--- src/sv/cpvcl_pkg.sv ---
package cpvcl_pkg;

    localparam int PWM_PERIOD     = 4096;
    localparam int HALF_PERIOD    = PWM_PERIOD / 2;
    localparam int GAIN_FRAC_BITS = 13;
    localparam int DUTY_FRAC_BITS = 17;

    localparam int GAIN_W  = 16;
    localparam int LIMIT_W = 18;
    localparam int SAMP_W  = 24;
    localparam int WORD_W  = 32;
    localparam int PWM_W   = 16;
    localparam int PROD_W  = GAIN_W + 1 + WORD_W;

    localparam int IN_TDATA_W  = 4 * SAMP_W;
    localparam int OUT_TDATA_W = 64;
    localparam int CFG_IDX_W   = 3;

    localparam int UCODE_LEN = 17;
    localparam int PC_W      = $clog2(UCODE_LEN);

    // Register indexes of the configuration port.
    localparam logic [CFG_IDX_W-1:0] REG_VOLT_KP      = 3'd0;
    localparam logic [CFG_IDX_W-1:0] REG_VOLT_KI      = 3'd1;
    localparam logic [CFG_IDX_W-1:0] REG_VOLT_KC      = 3'd2;
    localparam logic [CFG_IDX_W-1:0] REG_CURR_KP      = 3'd3;
    localparam logic [CFG_IDX_W-1:0] REG_CURR_KI      = 3'd4;
    localparam logic [CFG_IDX_W-1:0] REG_CURR_KC      = 3'd5;
    localparam logic [CFG_IDX_W-1:0] REG_CURR_OUT_MAX = 3'd6;
    localparam logic [CFG_IDX_W-1:0] REG_CURR_OUT_MIN = 3'd7;

    localparam logic [GAIN_W-1:0]  RST_VOLT_KP      = 16'd7372;
    localparam logic [GAIN_W-1:0]  RST_VOLT_KI      = 16'd4096;
    localparam logic [GAIN_W-1:0]  RST_VOLT_KC      = 16'd4096;
    localparam logic [GAIN_W-1:0]  RST_CURR_KP      = 16'd2048;
    localparam logic [GAIN_W-1:0]  RST_CURR_KI      = 16'd90;
    localparam logic [GAIN_W-1:0]  RST_CURR_KC      = 16'd819;
    localparam logic [LIMIT_W-1:0] RST_CURR_OUT_MAX = 18'd124518;
    localparam logic [LIMIT_W-1:0] RST_CURR_OUT_MIN = 18'd131;

    // Datapath operations.
    localparam logic [2:0] OP_NOP    = 3'd0;
    localparam logic [2:0] OP_LOAD   = 3'd1;
    localparam logic [2:0] OP_ERR    = 3'd2;
    localparam logic [2:0] OP_UP     = 3'd3;
    localparam logic [2:0] OP_INTADD = 3'd4;
    localparam logic [2:0] OP_PRE    = 3'd5;
    localparam logic [2:0] OP_CLAMP  = 3'd6;
    localparam logic [2:0] OP_RESULT = 3'd7;

    // Multiplier operand selects.
    localparam logic [1:0] MA_KP    = 2'd0;
    localparam logic [1:0] MA_KI    = 2'd1;
    localparam logic [1:0] MA_KC    = 2'd2;
    localparam logic [1:0] MA_HALFP = 2'd3;

    localparam logic [1:0] MB_ERR  = 2'd0;
    localparam logic [1:0] MB_UP   = 2'd1;
    localparam logic [1:0] MB_SAT  = 2'd2;
    localparam logic [1:0] MB_DUTY = 2'd3;

    // Step conditions; a step whose condition is not met repeats.
    localparam logic [1:0] COND_NONE = 2'd0;
    localparam logic [1:0] COND_IN   = 2'd1;
    localparam logic [1:0] COND_OUT  = 2'd2;

    localparam logic LOOP_VOLT = 1'b0;
    localparam logic LOOP_CURR = 1'b1;

    typedef struct packed {
        logic [2:0] op;
        logic       loop_sel;
        logic       mul_en;
        logic [1:0] ma_sel;
        logic [1:0] mb_sel;
    } dp_ctrl_t;

    typedef struct packed {
        logic [1:0] cond;
        logic       last;
        dp_ctrl_t   ctrl;
    } ucode_t;

    typedef struct packed {
        logic [GAIN_W-1:0]  volt_kp;
        logic [GAIN_W-1:0]  volt_ki;
        logic [GAIN_W-1:0]  volt_kc;
        logic [GAIN_W-1:0]  curr_kp;
        logic [GAIN_W-1:0]  curr_ki;
        logic [GAIN_W-1:0]  curr_kc;
        logic [LIMIT_W-1:0] curr_out_max;
        logic [LIMIT_W-1:0] curr_out_min;
    } cfg_t;

    function automatic ucode_t mk(input logic [1:0] cond, input logic last,
                                  input logic [2:0] op, input logic loop_sel,
                                  input logic mul_en, input logic [1:0] ma,
                                  input logic [1:0] mb);
        ucode_t w;
        w.cond          = cond;
        w.last          = last;
        w.ctrl.op       = op;
        w.ctrl.loop_sel = loop_sel;
        w.ctrl.mul_en   = mul_en;
        w.ctrl.ma_sel   = ma;
        w.ctrl.mb_sel   = mb;
        return w;
    endfunction

    // The control program: outer voltage loop, inner current loop, PWM scaling.
    function automatic ucode_t ucode_word(input logic [PC_W-1:0] pc);
        ucode_t w;
        unique case (pc)
            5'd0:  w = mk(COND_IN,   1'b0, OP_LOAD,   LOOP_VOLT, 1'b0, MA_KP,    MB_ERR);
            5'd1:  w = mk(COND_NONE, 1'b0, OP_ERR,    LOOP_VOLT, 1'b0, MA_KP,    MB_ERR);
            5'd2:  w = mk(COND_NONE, 1'b0, OP_NOP,    LOOP_VOLT, 1'b1, MA_KP,    MB_ERR);
            5'd3:  w = mk(COND_NONE, 1'b0, OP_UP,     LOOP_VOLT, 1'b1, MA_KC,    MB_SAT);
            5'd4:  w = mk(COND_NONE, 1'b0, OP_INTADD, LOOP_VOLT, 1'b1, MA_KI,    MB_UP);
            5'd5:  w = mk(COND_NONE, 1'b0, OP_INTADD, LOOP_VOLT, 1'b0, MA_KP,    MB_ERR);
            5'd6:  w = mk(COND_NONE, 1'b0, OP_PRE,    LOOP_VOLT, 1'b0, MA_KP,    MB_ERR);
            5'd7:  w = mk(COND_NONE, 1'b0, OP_CLAMP,  LOOP_VOLT, 1'b0, MA_KP,    MB_ERR);
            5'd8:  w = mk(COND_NONE, 1'b0, OP_ERR,    LOOP_CURR, 1'b0, MA_KP,    MB_ERR);
            5'd9:  w = mk(COND_NONE, 1'b0, OP_NOP,    LOOP_CURR, 1'b1, MA_KP,    MB_ERR);
            5'd10: w = mk(COND_NONE, 1'b0, OP_UP,     LOOP_CURR, 1'b1, MA_KC,    MB_SAT);
            5'd11: w = mk(COND_NONE, 1'b0, OP_INTADD, LOOP_CURR, 1'b1, MA_KI,    MB_UP);
            5'd12: w = mk(COND_NONE, 1'b0, OP_INTADD, LOOP_CURR, 1'b0, MA_KP,    MB_ERR);
            5'd13: w = mk(COND_NONE, 1'b0, OP_PRE,    LOOP_CURR, 1'b0, MA_KP,    MB_ERR);
            5'd14: w = mk(COND_NONE, 1'b0, OP_CLAMP,  LOOP_CURR, 1'b0, MA_KP,    MB_ERR);
            5'd15: w = mk(COND_NONE, 1'b0, OP_NOP,    LOOP_CURR, 1'b1, MA_HALFP, MB_DUTY);
            5'd16: w = mk(COND_OUT,  1'b1, OP_RESULT, LOOP_CURR, 1'b0, MA_KP,    MB_ERR);
            default: w = mk(COND_NONE, 1'b1, OP_NOP,  LOOP_VOLT, 1'b0, MA_KP,    MB_ERR);
        endcase
        return w;
    endfunction

endpackage

--- src/sv/cpvcl_seq.sv ---
module cpvcl_seq
    import cpvcl_pkg::*;
(
    input  logic     aclk,
    input  logic     aresetn,
    input  logic     s_tvalid,
    output logic     s_tready,
    output logic     m_tvalid,
    input  logic     m_tready,
    output dp_ctrl_t ctrl
);

    logic [PC_W-1:0] pc_reg, pc_next;
    logic            m_tvalid_reg, m_tvalid_next;
    ucode_t          word;
    logic            hold;
    logic            emit;

    always_comb begin
        word = ucode_word(pc_reg);
        hold = ((word.cond == COND_IN) && !s_tvalid) ||
               ((word.cond == COND_OUT) && m_tvalid_reg && !m_tready);
        emit = !hold && (word.ctrl.op == OP_RESULT);

        ctrl = word.ctrl;
        if (hold) begin
            ctrl.op     = OP_NOP;
            ctrl.mul_en = 1'b0;
        end

        if (hold) begin
            pc_next = pc_reg;
        end else if (word.last) begin
            pc_next = '0;
        end else begin
            pc_next = pc_reg + PC_W'(1);
        end

        if (emit) begin
            m_tvalid_next = 1'b1;
        end else if (m_tready) begin
            m_tvalid_next = 1'b0;
        end else begin
            m_tvalid_next = m_tvalid_reg;
        end
    end

    always_ff @(posedge aclk) begin
        if (!aresetn) begin
            pc_reg       <= '0;
            m_tvalid_reg <= 1'b0;
        end else begin
            pc_reg       <= pc_next;
            m_tvalid_reg <= m_tvalid_next;
        end
    end

    assign s_tready = (word.cond == COND_IN);
    assign m_tvalid = m_tvalid_reg;

endmodule

--- src/sv/cpvcl_dp.sv ---
module cpvcl_dp
    import cpvcl_pkg::*;
(
    input  logic                   aclk,
    input  logic                   aresetn,
    input  dp_ctrl_t               ctrl,
    input  cfg_t                   cfg,
    input  logic [IN_TDATA_W-1:0]  in_data,
    output logic [OUT_TDATA_W-1:0] out_data
);

    logic [SAMP_W-1:0]  iref_reg, vref_reg, ifbk_reg, vfbk_reg;
    logic [WORD_W-1:0]  err_reg, up_reg, pre_reg;
    logic [WORD_W-1:0]  vint_reg, vsat_reg, cint_reg, csat_reg;
    logic [SAMP_W-1:0]  icmd_reg;
    logic [LIMIT_W-1:0] duty_reg;
    logic [PROD_W-1:0]  prod_reg, prod_next;
    logic [PWM_W-1:0]   pwm_out_reg;
    logic [SAMP_W-1:0]  icmd_out_reg;
    logic [LIMIT_W-1:0] duty_out_reg;

    logic [SAMP_W-1:0]  ref_sel, fbk_sel;
    logic [WORD_W-1:0]  integ_sel, sat_sel, hi_sel, lo_sel;
    logic [GAIN_W-1:0]  mul_a;
    logic [WORD_W-1:0]  mul_b;
    logic [WORD_W-1:0]  gain_res;
    logic [WORD_W-1:0]  clamp_out;

    always_comb begin
        ref_sel   = ctrl.loop_sel ? icmd_reg : vref_reg;
        fbk_sel   = ctrl.loop_sel ? ifbk_reg : vfbk_reg;
        integ_sel = ctrl.loop_sel ? cint_reg : vint_reg;
        sat_sel   = ctrl.loop_sel ? csat_reg : vsat_reg;
        hi_sel    = ctrl.loop_sel ? WORD_W'(cfg.curr_out_max) : WORD_W'(iref_reg);
        lo_sel    = ctrl.loop_sel ? WORD_W'(cfg.curr_out_min) : '0;

        unique case (ctrl.ma_sel)
            MA_KP:    mul_a = ctrl.loop_sel ? cfg.curr_kp : cfg.volt_kp;
            MA_KI:    mul_a = ctrl.loop_sel ? cfg.curr_ki : cfg.volt_ki;
            MA_KC:    mul_a = ctrl.loop_sel ? cfg.curr_kc : cfg.volt_kc;
            MA_HALFP: mul_a = GAIN_W'(HALF_PERIOD);
            default:  mul_a = '0;
        endcase

        unique case (ctrl.mb_sel)
            MB_ERR:  mul_b = err_reg;
            MB_UP:   mul_b = up_reg;
            MB_SAT:  mul_b = sat_sel;
            MB_DUTY: mul_b = WORD_W'(duty_reg);
            default: mul_b = '0;
        endcase

        prod_next = PROD_W'($signed({1'b0, mul_a}) * $signed(mul_b));
        gain_res  = prod_reg[GAIN_FRAC_BITS +: WORD_W];

        priority if (!($signed(pre_reg) < $signed(hi_sel))) begin
            clamp_out = hi_sel;
        end else if (!($signed(lo_sel) < $signed(pre_reg))) begin
            clamp_out = lo_sel;
        end else begin
            clamp_out = pre_reg;
        end
    end

    always_ff @(posedge aclk) begin
        if (ctrl.mul_en) begin
            prod_reg <= prod_next;
        end
        unique case (ctrl.op)
            OP_LOAD: begin
                iref_reg <= in_data[0*SAMP_W +: SAMP_W];
                vref_reg <= in_data[1*SAMP_W +: SAMP_W];
                ifbk_reg <= in_data[2*SAMP_W +: SAMP_W];
                vfbk_reg <= in_data[3*SAMP_W +: SAMP_W];
            end
            OP_ERR: err_reg <= WORD_W'(ref_sel) - WORD_W'(fbk_sel);
            OP_UP:  up_reg  <= gain_res;
            OP_PRE: pre_reg <= up_reg + integ_sel;
            OP_CLAMP: begin
                if (ctrl.loop_sel) begin
                    duty_reg <= clamp_out[LIMIT_W-1:0];
                end else begin
                    icmd_reg <= clamp_out[SAMP_W-1:0];
                end
            end
            OP_RESULT: begin
                pwm_out_reg  <= prod_reg[DUTY_FRAC_BITS +: PWM_W];
                icmd_out_reg <= icmd_reg;
                duty_out_reg <= duty_reg;
            end
            default: begin
            end
        endcase
    end

    // Loop state carried from sample to sample.
    always_ff @(posedge aclk) begin
        if (!aresetn) begin
            vint_reg <= '0;
            vsat_reg <= '0;
            cint_reg <= '0;
            csat_reg <= '0;
        end else if (ctrl.op == OP_INTADD) begin
            if (ctrl.loop_sel) begin
                cint_reg <= cint_reg + gain_res;
            end else begin
                vint_reg <= vint_reg + gain_res;
            end
        end else if (ctrl.op == OP_CLAMP) begin
            if (ctrl.loop_sel) begin
                csat_reg <= clamp_out - pre_reg;
            end else begin
                vsat_reg <= clamp_out - pre_reg;
            end
        end
    end

    assign out_data = {(OUT_TDATA_W - PWM_W - SAMP_W - LIMIT_W)'(0),
                       duty_out_reg, icmd_out_reg, pwm_out_reg};

endmodule

--- src/sv/cascaded_pi_voltage_current_loop.sv ---
// Channel   Direction  tdata fields, lowest bit first
// s_        in         current_ref[23:0], voltage_ref[47:24], current_fbk[71:48],
//                      voltage_fbk[95:72]
// m_        out        pwm_compare[15:0], current_command[39:16], duty_q17[57:40]
// cfg_      in         write only, index 0..7 in register order
//
// Each request runs through the 17 steps of the control program, which share one
// 17x32 multiplier; the request is accepted at the first of them.
// A new request is taken only while the program waits at its first step.
// A finished result waits in the output register and only the final step
// stalls if the previous result has not been taken yet.
// Reset is synchronous; it clears the loop integrators, saturation errors, the step counter
// and the output valid flag, and sets the configuration registers to their defaults.
module cascaded_pi_voltage_current_loop
    import cpvcl_pkg::*;
(
    input  logic                   aclk,
    input  logic                   aresetn,
    input  logic                   s_tvalid,
    output logic                   s_tready,
    input  logic [IN_TDATA_W-1:0]  s_tdata,   // current_ref, voltage_ref, current_fbk, voltage_fbk
    output logic                   m_tvalid,
    input  logic                   m_tready,
    output logic [OUT_TDATA_W-1:0] m_tdata,   // pwm_compare, current_command, duty_q17, zeros
    input  logic                   cfg_wr_en,
    input  logic [CFG_IDX_W-1:0]   cfg_index,
    input  logic [LIMIT_W-1:0]     cfg_wdata
);

    cfg_t     cfg_reg;
    dp_ctrl_t ctrl;

    always_ff @(posedge aclk) begin
        if (!aresetn) begin
            cfg_reg.volt_kp      <= RST_VOLT_KP;
            cfg_reg.volt_ki      <= RST_VOLT_KI;
            cfg_reg.volt_kc      <= RST_VOLT_KC;
            cfg_reg.curr_kp      <= RST_CURR_KP;
            cfg_reg.curr_ki      <= RST_CURR_KI;
            cfg_reg.curr_kc      <= RST_CURR_KC;
            cfg_reg.curr_out_max <= RST_CURR_OUT_MAX;
            cfg_reg.curr_out_min <= RST_CURR_OUT_MIN;
        end else if (cfg_wr_en) begin
            unique case (cfg_index)
                REG_VOLT_KP:      cfg_reg.volt_kp      <= cfg_wdata[GAIN_W-1:0];
                REG_VOLT_KI:      cfg_reg.volt_ki      <= cfg_wdata[GAIN_W-1:0];
                REG_VOLT_KC:      cfg_reg.volt_kc      <= cfg_wdata[GAIN_W-1:0];
                REG_CURR_KP:      cfg_reg.curr_kp      <= cfg_wdata[GAIN_W-1:0];
                REG_CURR_KI:      cfg_reg.curr_ki      <= cfg_wdata[GAIN_W-1:0];
                REG_CURR_KC:      cfg_reg.curr_kc      <= cfg_wdata[GAIN_W-1:0];
                REG_CURR_OUT_MAX: cfg_reg.curr_out_max <= cfg_wdata;
                REG_CURR_OUT_MIN: cfg_reg.curr_out_min <= cfg_wdata;
                default: begin
                end
            endcase
        end
    end

    cpvcl_seq u_seq (
        .aclk     (aclk),
        .aresetn  (aresetn),
        .s_tvalid (s_tvalid),
        .s_tready (s_tready),
        .m_tvalid (m_tvalid),
        .m_tready (m_tready),
        .ctrl     (ctrl)
    );

    cpvcl_dp u_dp (
        .aclk     (aclk),
        .aresetn  (aresetn),
        .ctrl     (ctrl),
        .cfg      (cfg_reg),
        .in_data  (s_tdata),
        .out_data (m_tdata)
    );

endmodule

--- config.mk ---
export PLATFORM = sky130hd
export DESIGN_NAME = cascaded_pi_voltage_current_loop
export DESIGN_NICKNAME = d
export VERILOG_FILES = /design/src/sv/cpvcl_pkg.sv /design/src/sv/cpvcl_seq.sv /design/src/sv/cpvcl_dp.sv /design/src/sv/cascaded_pi_voltage_current_loop.sv
export SDC_FILE = /design/constraint.sdc
export NUM_CORES = 2
export LEC_CHECK = 0
export ABC_CLOCK_PERIOD_IN_PS = 13600
export BUFFER_PORTS_ARGS = -buffer_cell sky130_fd_sc_hd__buf_2
export CORE_AREA = 5 5 219 380
export DETAILED_ROUTE_END_ITERATION = 8
export DIE_AREA = 0 0 224 385
export PLACE_DENSITY = 0.77
export SLEW_MARGIN = 15
export SYNTH_ARGS = -nofsm -noshare
export SYNTH_HDL_FRONTEND = slang
export SYNTH_SLANG_ARGS = --single-unit
--- constraint.sdc ---
create_clock -name aclk -period 13.6 [get_ports aclk]
set_input_delay 1.36 -clock aclk [delete_from_list [all_inputs] [get_ports aclk]]
set_output_delay 1.36 -clock aclk [all_outputs]
set_load 0.02 [all_outputs]
# Word-level counts from Yosys, hierarchy flattened
# Memory sizes are Yosys's and may differ from the RTL's. A register that Yosys moved wholly into a read port is not among the register bits.
# Cells that the tools add are included.
[classes]
n_addsub = 6
n_mul = 1
magnitude_cmp = 2
eq_ne = 23
mux = 20
bitwise = 2
n_reduce_logical = 26
[ops]
columns = ["operator", "n"]
rows = [
  ["$mux 32", 4],
  ["$pmux 32 s4", 1],
  ["$add 32x32->32", 3],
  ["$mux 24", 3],
  ["$lt 32x32->1", 2],
  ["$pmux 16 s4", 1],
  ["$mux 16", 3],
  ["$mul 17x32->45", 1],
  ["$sub 32x32->32", 1],
  ["$eq 3x3->1 const B", 9],
  ["$sub 24x24->25", 1],
  ["$reduce_and 2->1", 12],
  ["$mux 18", 1],
  ["$mux 5", 3],
  ["$eq 3x2->1 const B", 4],
  ["$eq 2x2->1 const B", 5],
  ["$eq 2x1->1 const B", 3],
  ["$eq 3x1->1 const B", 2],
  ["$reduce_and 3->1", 2],
  ["$add 5x1->5 const B", 1],
  ["$logic_and 1x1->1", 4],
  ["$logic_not 2->1", 2],
  ["$logic_not 1->1", 3],
  ["$logic_not 3->1", 1],
  ["other kinds (5)", 8],
]
[totals]
regBits = 603
romBits = 384
inputBits = 122
output_inout_bits = 66
word_cells = 108
memories = 1
[memory_table]
columns = ["name", "words", "width", "read_ports", "rd_ports_with_merged_regs", "wr", "line_no", "source"]
rows = [
  ["(no name shown)", 32, 12, 1, 1, 0, "cpvcl_pkg.sv:113", "unique case (pc)"],
]

# Depth between registers and ports, before layout
[depth]
ltp_word = 8
ltp_mapped = 35
depth_no_buf = 29

# Cells and area by module
# From an unflattened synthesis, not the netlist that was laid out.
[hier_totals]
hier_cells = 4922
area_unflattened_um2 = 48013.5
[modules_own_cells]
columns = ["module", "instances", "cells_each", "area_each_um2", "seq_area_each_um2"]
rows = [
  ["cpvcl_dp", 1, 4329, 41940.2, 12081.6],
  ["cascaded_pi_voltage_current_loop", 1, 480, 5022.3, 2642.5],
  ["cpvcl_seq", 1, 113, 1051.0, 320.3],
]

# Worst setup path before layout
# OpenSTA, ideal clock, no wires.
[synth_path]
path_kind = "input to register"
startpoint = "in m_tready"
endpoint = "reg u_dp.ifbk_reg[0], enable pin"
setup_ns = 0.788
arrival_time_ns = 11.197
required_time_ns = 12.812
setup_slack_ns = 1.616
cell_stages = 4
path_buffers = 1
path_cell_list = "nor2b_1 -> a31oi_1 -> clkbuf_1 -> nor4bb_1"
[synth_between]
elab_chain_len = 5
[synth_lines]
columns = ["element", "line_no", "source"]
rows = [
  ["start, declared", "cascaded_pi_voltage_current_loop.sv:23", "input logic m_tready,"],
  ["$logic_not 1->1", "cpvcl_seq.sv:22", "((word.cond == COND_OUT) && m_tvalid_reg && !m_tready);"],
  ["$logic_and 1x1->1", "cpvcl_seq.sv:22", ""],
  ["$logic_or 1x1->1", "cpvcl_seq.sv:21", "hold = ((word.cond == COND_IN) && !s_tvalid) ||"],
  ["$mux 3", "cpvcl_seq.sv:26", "if (hold) begin"],
  ["$eq 3x1->1", "cpvcl_dp.sv:69", "unique case (ctrl.op)"],
  ["end signal, assigned", "cpvcl_dp.sv:73", "ifbk_reg <= in_data[2*SAMP_W +: SAMP_W];"],
  ["end, declared", "cpvcl_dp.sv:12", "logic [SAMP_W-1:0] iref_reg, vref_reg, ifbk_reg, vfbk_reg;"],
]
# No other way between the ends.
# A chain may end at the register's enable or synchronous reset.

# Worst setup path after layout
[layout_path]
startpoint = "reg, netlist name u_seq.word[2]"
endpoint = "reg u_dp.prod_reg[41] (data pin)"
[layout_between]
elab_chain_len = 3
elab_cells_between_ends = 6
cone_classes = "mul (1); eq/ne (3); mux (1); reduce/logical (1)"
[layout_lines]
columns = ["element", "line_no", "source"]
rows = [
  ["$eq 2x2->1, or another cell as far along", "cpvcl_dp.sv:37", "unique case (ctrl.ma_sel)"],
  ["$pmux 16 s4 *", "cpvcl_dp.sv:37", ""],
  ["$mul 17x32->45 *", "cpvcl_dp.sv:53", "prod_next = PROD_W'($signed({1'b0, mul_a}) * $signed(mul_b));"],
  ["net u_dp.prod_next[41]", "cpvcl_dp.sv:17", "logic [PROD_W-1:0] prod_reg, prod_next;"],
  ["end signal, assigned", "cpvcl_dp.sv:67", "prod_reg <= prod_next;"],
  ["end, declared", "cpvcl_dp.sv:17", ""],
]
# Mark *: on every way through the listed nets, which the timed path passes. The rest lies on a longest branch.

==> metrics <==
CTS Buffer Depth=3; Reg2Reg Setup Slack=4.80 ns; antenna viol nets, final=0; Mapped Area=0.04730 mm²; # rows=137; ys flop type=edfxtp_1; CP max-delay cell=fa_1; unrepaired setup endpoints after global routing=false; Hold-fix buffers, CTS=0; Vias=36,140; dpl hpwl=104,300 µm; Area Overhead vs Synth=8.403%; first-pass GRT wire length=210,100 µm; DRC=0; I/O Buffers=181; Die Y=385 µm; First-pass DRT Iterations=5; CP arrival=9.18 ns; post_cts resized=0; DR vias/cell=5.954; register area=0.01505 mm²; post-synthesis sequential area ratio=31.80%; core region area=0.07971 mm²; setup violators final=0; die area=0.08624 mm²; WL/cell=22.38 µm; Initial Util=59.35%; CTS tree=yes; area of the multi-input gates=0.02930 mm²; initial antenna violation count=3; EDFF count, synth=317; Min Clock Period, post-route=8.797 ns; reg2reg start=u_seq.word[2]; kind of critical path=reg -> reg; largest net degree at the start of global routing=128; Synth cell types=90; initial DRC count=2,461; final hold viol count=0; cell count after placement=5,963; Syn Area/Cell=9.693 µm²; final setup TNS=0 ns; I/O pins=188; CP max FO=52; share of cells above drive strength 1=9.254%; Post-Route WL=135,800 µm; Clk Latency, worst-skew pair=0.66 ns; outcome=completed; cell count after synthesis=4,880; Clock transition at path regs=0.07 ns; Filler cells=6,379; Worst setup SP type=register; ys async rst share=0%; fmax=113.7 MHz; Synth top area share=20.12%; vias in the first global route=38,230; GRT Overall Usage=31.44%; Post-CTS Setup Bufs=0; Fin Clk Skew=0.04360 ns; Worst Setup EP=u_dp.prod_reg[41]; Yosys reg bits=593; CTS Root Cell=clkbuf_16; reg2reg path depth=30; grt ovf=0; Largest register FFs=132; max-slew violation count=0; max incr delay on CP=0.55 ns; r2r endpoint=u_dp.prod_reg[41]; CTS buffer count=54; worst slew pin tran=1.173 ns; Most common cell on crit path=fa_1; CTS Sinks=593; CP startpoint=u_seq.word[2]; yosys warns=0; Final Non-Filler Cells=6,070; # nets final=5,866; GPL Wtd Cong=1.027; slew margin rel.=21.27%; crit end category=register; Yosys top cell by area=edfxtp_1; ranking of synthesized cells by area=edfxtp_1, fa_1, dfxtp_1, ha_1, nand2_1; min-delay worst type=reg -> reg; die width=224 µm; H-tree Lvls=2; Final Cycle Share=64.68%; Critical Path RT=13.98 ns; # Max-Cap Violations=0
==> how the worst min path moves through the flow <==
stage	startpoint	endpoint	slack [ns]	cells past startpoint
final	u_dp.icmd_reg[3]	u_dp.icmd_out_reg[3]	0.46	0
after global routing	u_dp.icmd_reg[3]	u_dp.icmd_out_reg[3]	0.47	0
after CTS	u_dp.icmd_reg[3]	u_dp.icmd_out_reg[3]	0.46	0
after detailed placement	u_dp.icmd_reg[6]	u_dp.icmd_out_reg[6]	0.44	0
after global placement	u_dp.vsat_reg[28]	u_dp.vsat_reg[28]	0.44	2
after floorplan	u_dp.icmd_reg[10]	u_dp.icmd_out_reg[10]	0.42	0
==> placed cells by master, fill, tap and decap left out, drive strengths merged, types with 12 or more instances in the layout <==
| cell type | count |
|---|---|
| o31ai | 12 |
| nand2b | 37 |
| mux4 | 14 |
| nor2b | 51 |
| edfxtp | 317 |
| clkbuf | 68 |
| nor2 | 268 |
| and2 | 100 |
| o21ai | 152 |
| o211ai | 27 |
| a31oi | 19 |
| a21oi | 156 |
| inv | 593 |
| o21a | 56 |
| o21bai | 20 |
| a211oi | 12 |
| o22ai | 18 |
| o211a | 14 |
| mux2i | 153 |
| mux2 | 58 |
| nand2 | 827 |
| nor3 | 39 |
| buf | 258 |
| xnor2 | 125 |
| and3 | 26 |
| xor2 | 55 |
| ha | 302 |
| clkinv | 21 |
| nand3 | 90 |
| fa | 463 |
| dfxtp | 276 |
| a21boi | 167 |
| a21o | 82 |
| nand4 | 15 |
==> cells in the mapped netlist (26+ instances only) <==
cell / count
mux2_2: 58
o21a_1: 56
a21o_1: 82
xor2_1: 55
nor2_1: 268
inv_1: 586
a21oi_1: 155
o211ai_1: 27
dfxtp_1: 276
and3_1: 26
o21ai_0: 128
ha_1: 302
and2_1: 100
fa_1: 463
nand2b_1: 37
nor3_1: 39
edfxtp_1: 317
a21boi_0: 162
xnor2_1: 125
nand3_1: 90
buf_2: 30
nor2b_1: 49
clkbuf_1: 159
nand2_1: 827
mux2i_1: 153
==> cell type report <==
class	count	share of cell area (%)
antenna	3	0.01464
clock buffer	68	2.857
clock inverter	34	0.8418
inverter	590	4.319
multi-input combinational	3482	57.14
sequential	593	29.36
tap	1042	2.543
timing repair buffer	258	2.930
==> through the flow <==
| step | util [%] | cell area [µm²] | setup WS [ns] | hold WS [ns] |
|---|---|---|---|---|
| after floorplan | - | 47320 | 1.616 | 0.4204 |
| after global placement | 61.92 | 49360 | 4.999 | 0.4433 |
| after detailed placement | 61.92 | 49360 | 4.848 | 0.4418 |
| after CTS | 64.30 | 51260 | 4.825 | 0.4570 |
| after global routing | 64.33 | 51270 | 4.407 | 0.4731 |
| final | 64.33 | 51280 | 4.803 | 0.4554 |
==> layer usage <==
metal	GRT usage [%]	vias up	routed length, µm
met4	23.57	0	12960
met1	34.28	17740	46730
met3	4.410	567	8723
li1	-	16320	-
met5	0	-	0
met2	55.20	1507	67430
==> worst max-delay path: cells and delay by family (launching register included) <==
kind | cells | cell delay [ns]
adder cells (fa/ha/maj) | 7 | 3.39
flip-flops | 1 | 0.31
AND/OR/NAND/NOR | 2 | 0.26
AO/OA/AOI/OAI | 11 | 2.79
XOR/XNOR | 1 | 0.06
buffers and inverters | 9 | 1.62
==> logic make-up (layout without fill, tap and decap cells) <==
logic type	after synthesis	after routing	share of synthesized area, %
AOI/OAI and AO/OA	808	808	11.55
xor gates and xnor gates	180	180	3.333
adders and majority gates	765	765	27.58
buffers and inverters	810	950	6.597
DFF	593	593	31.80
muxes	225	225	5.285
other	1	9	0.007928
and+or+nand+nor	1498	1498	13.84
Power is left out: the tool's default activity adds up to more than one toggle a clock period on the data nets, which glitch-free logic cannot reach.
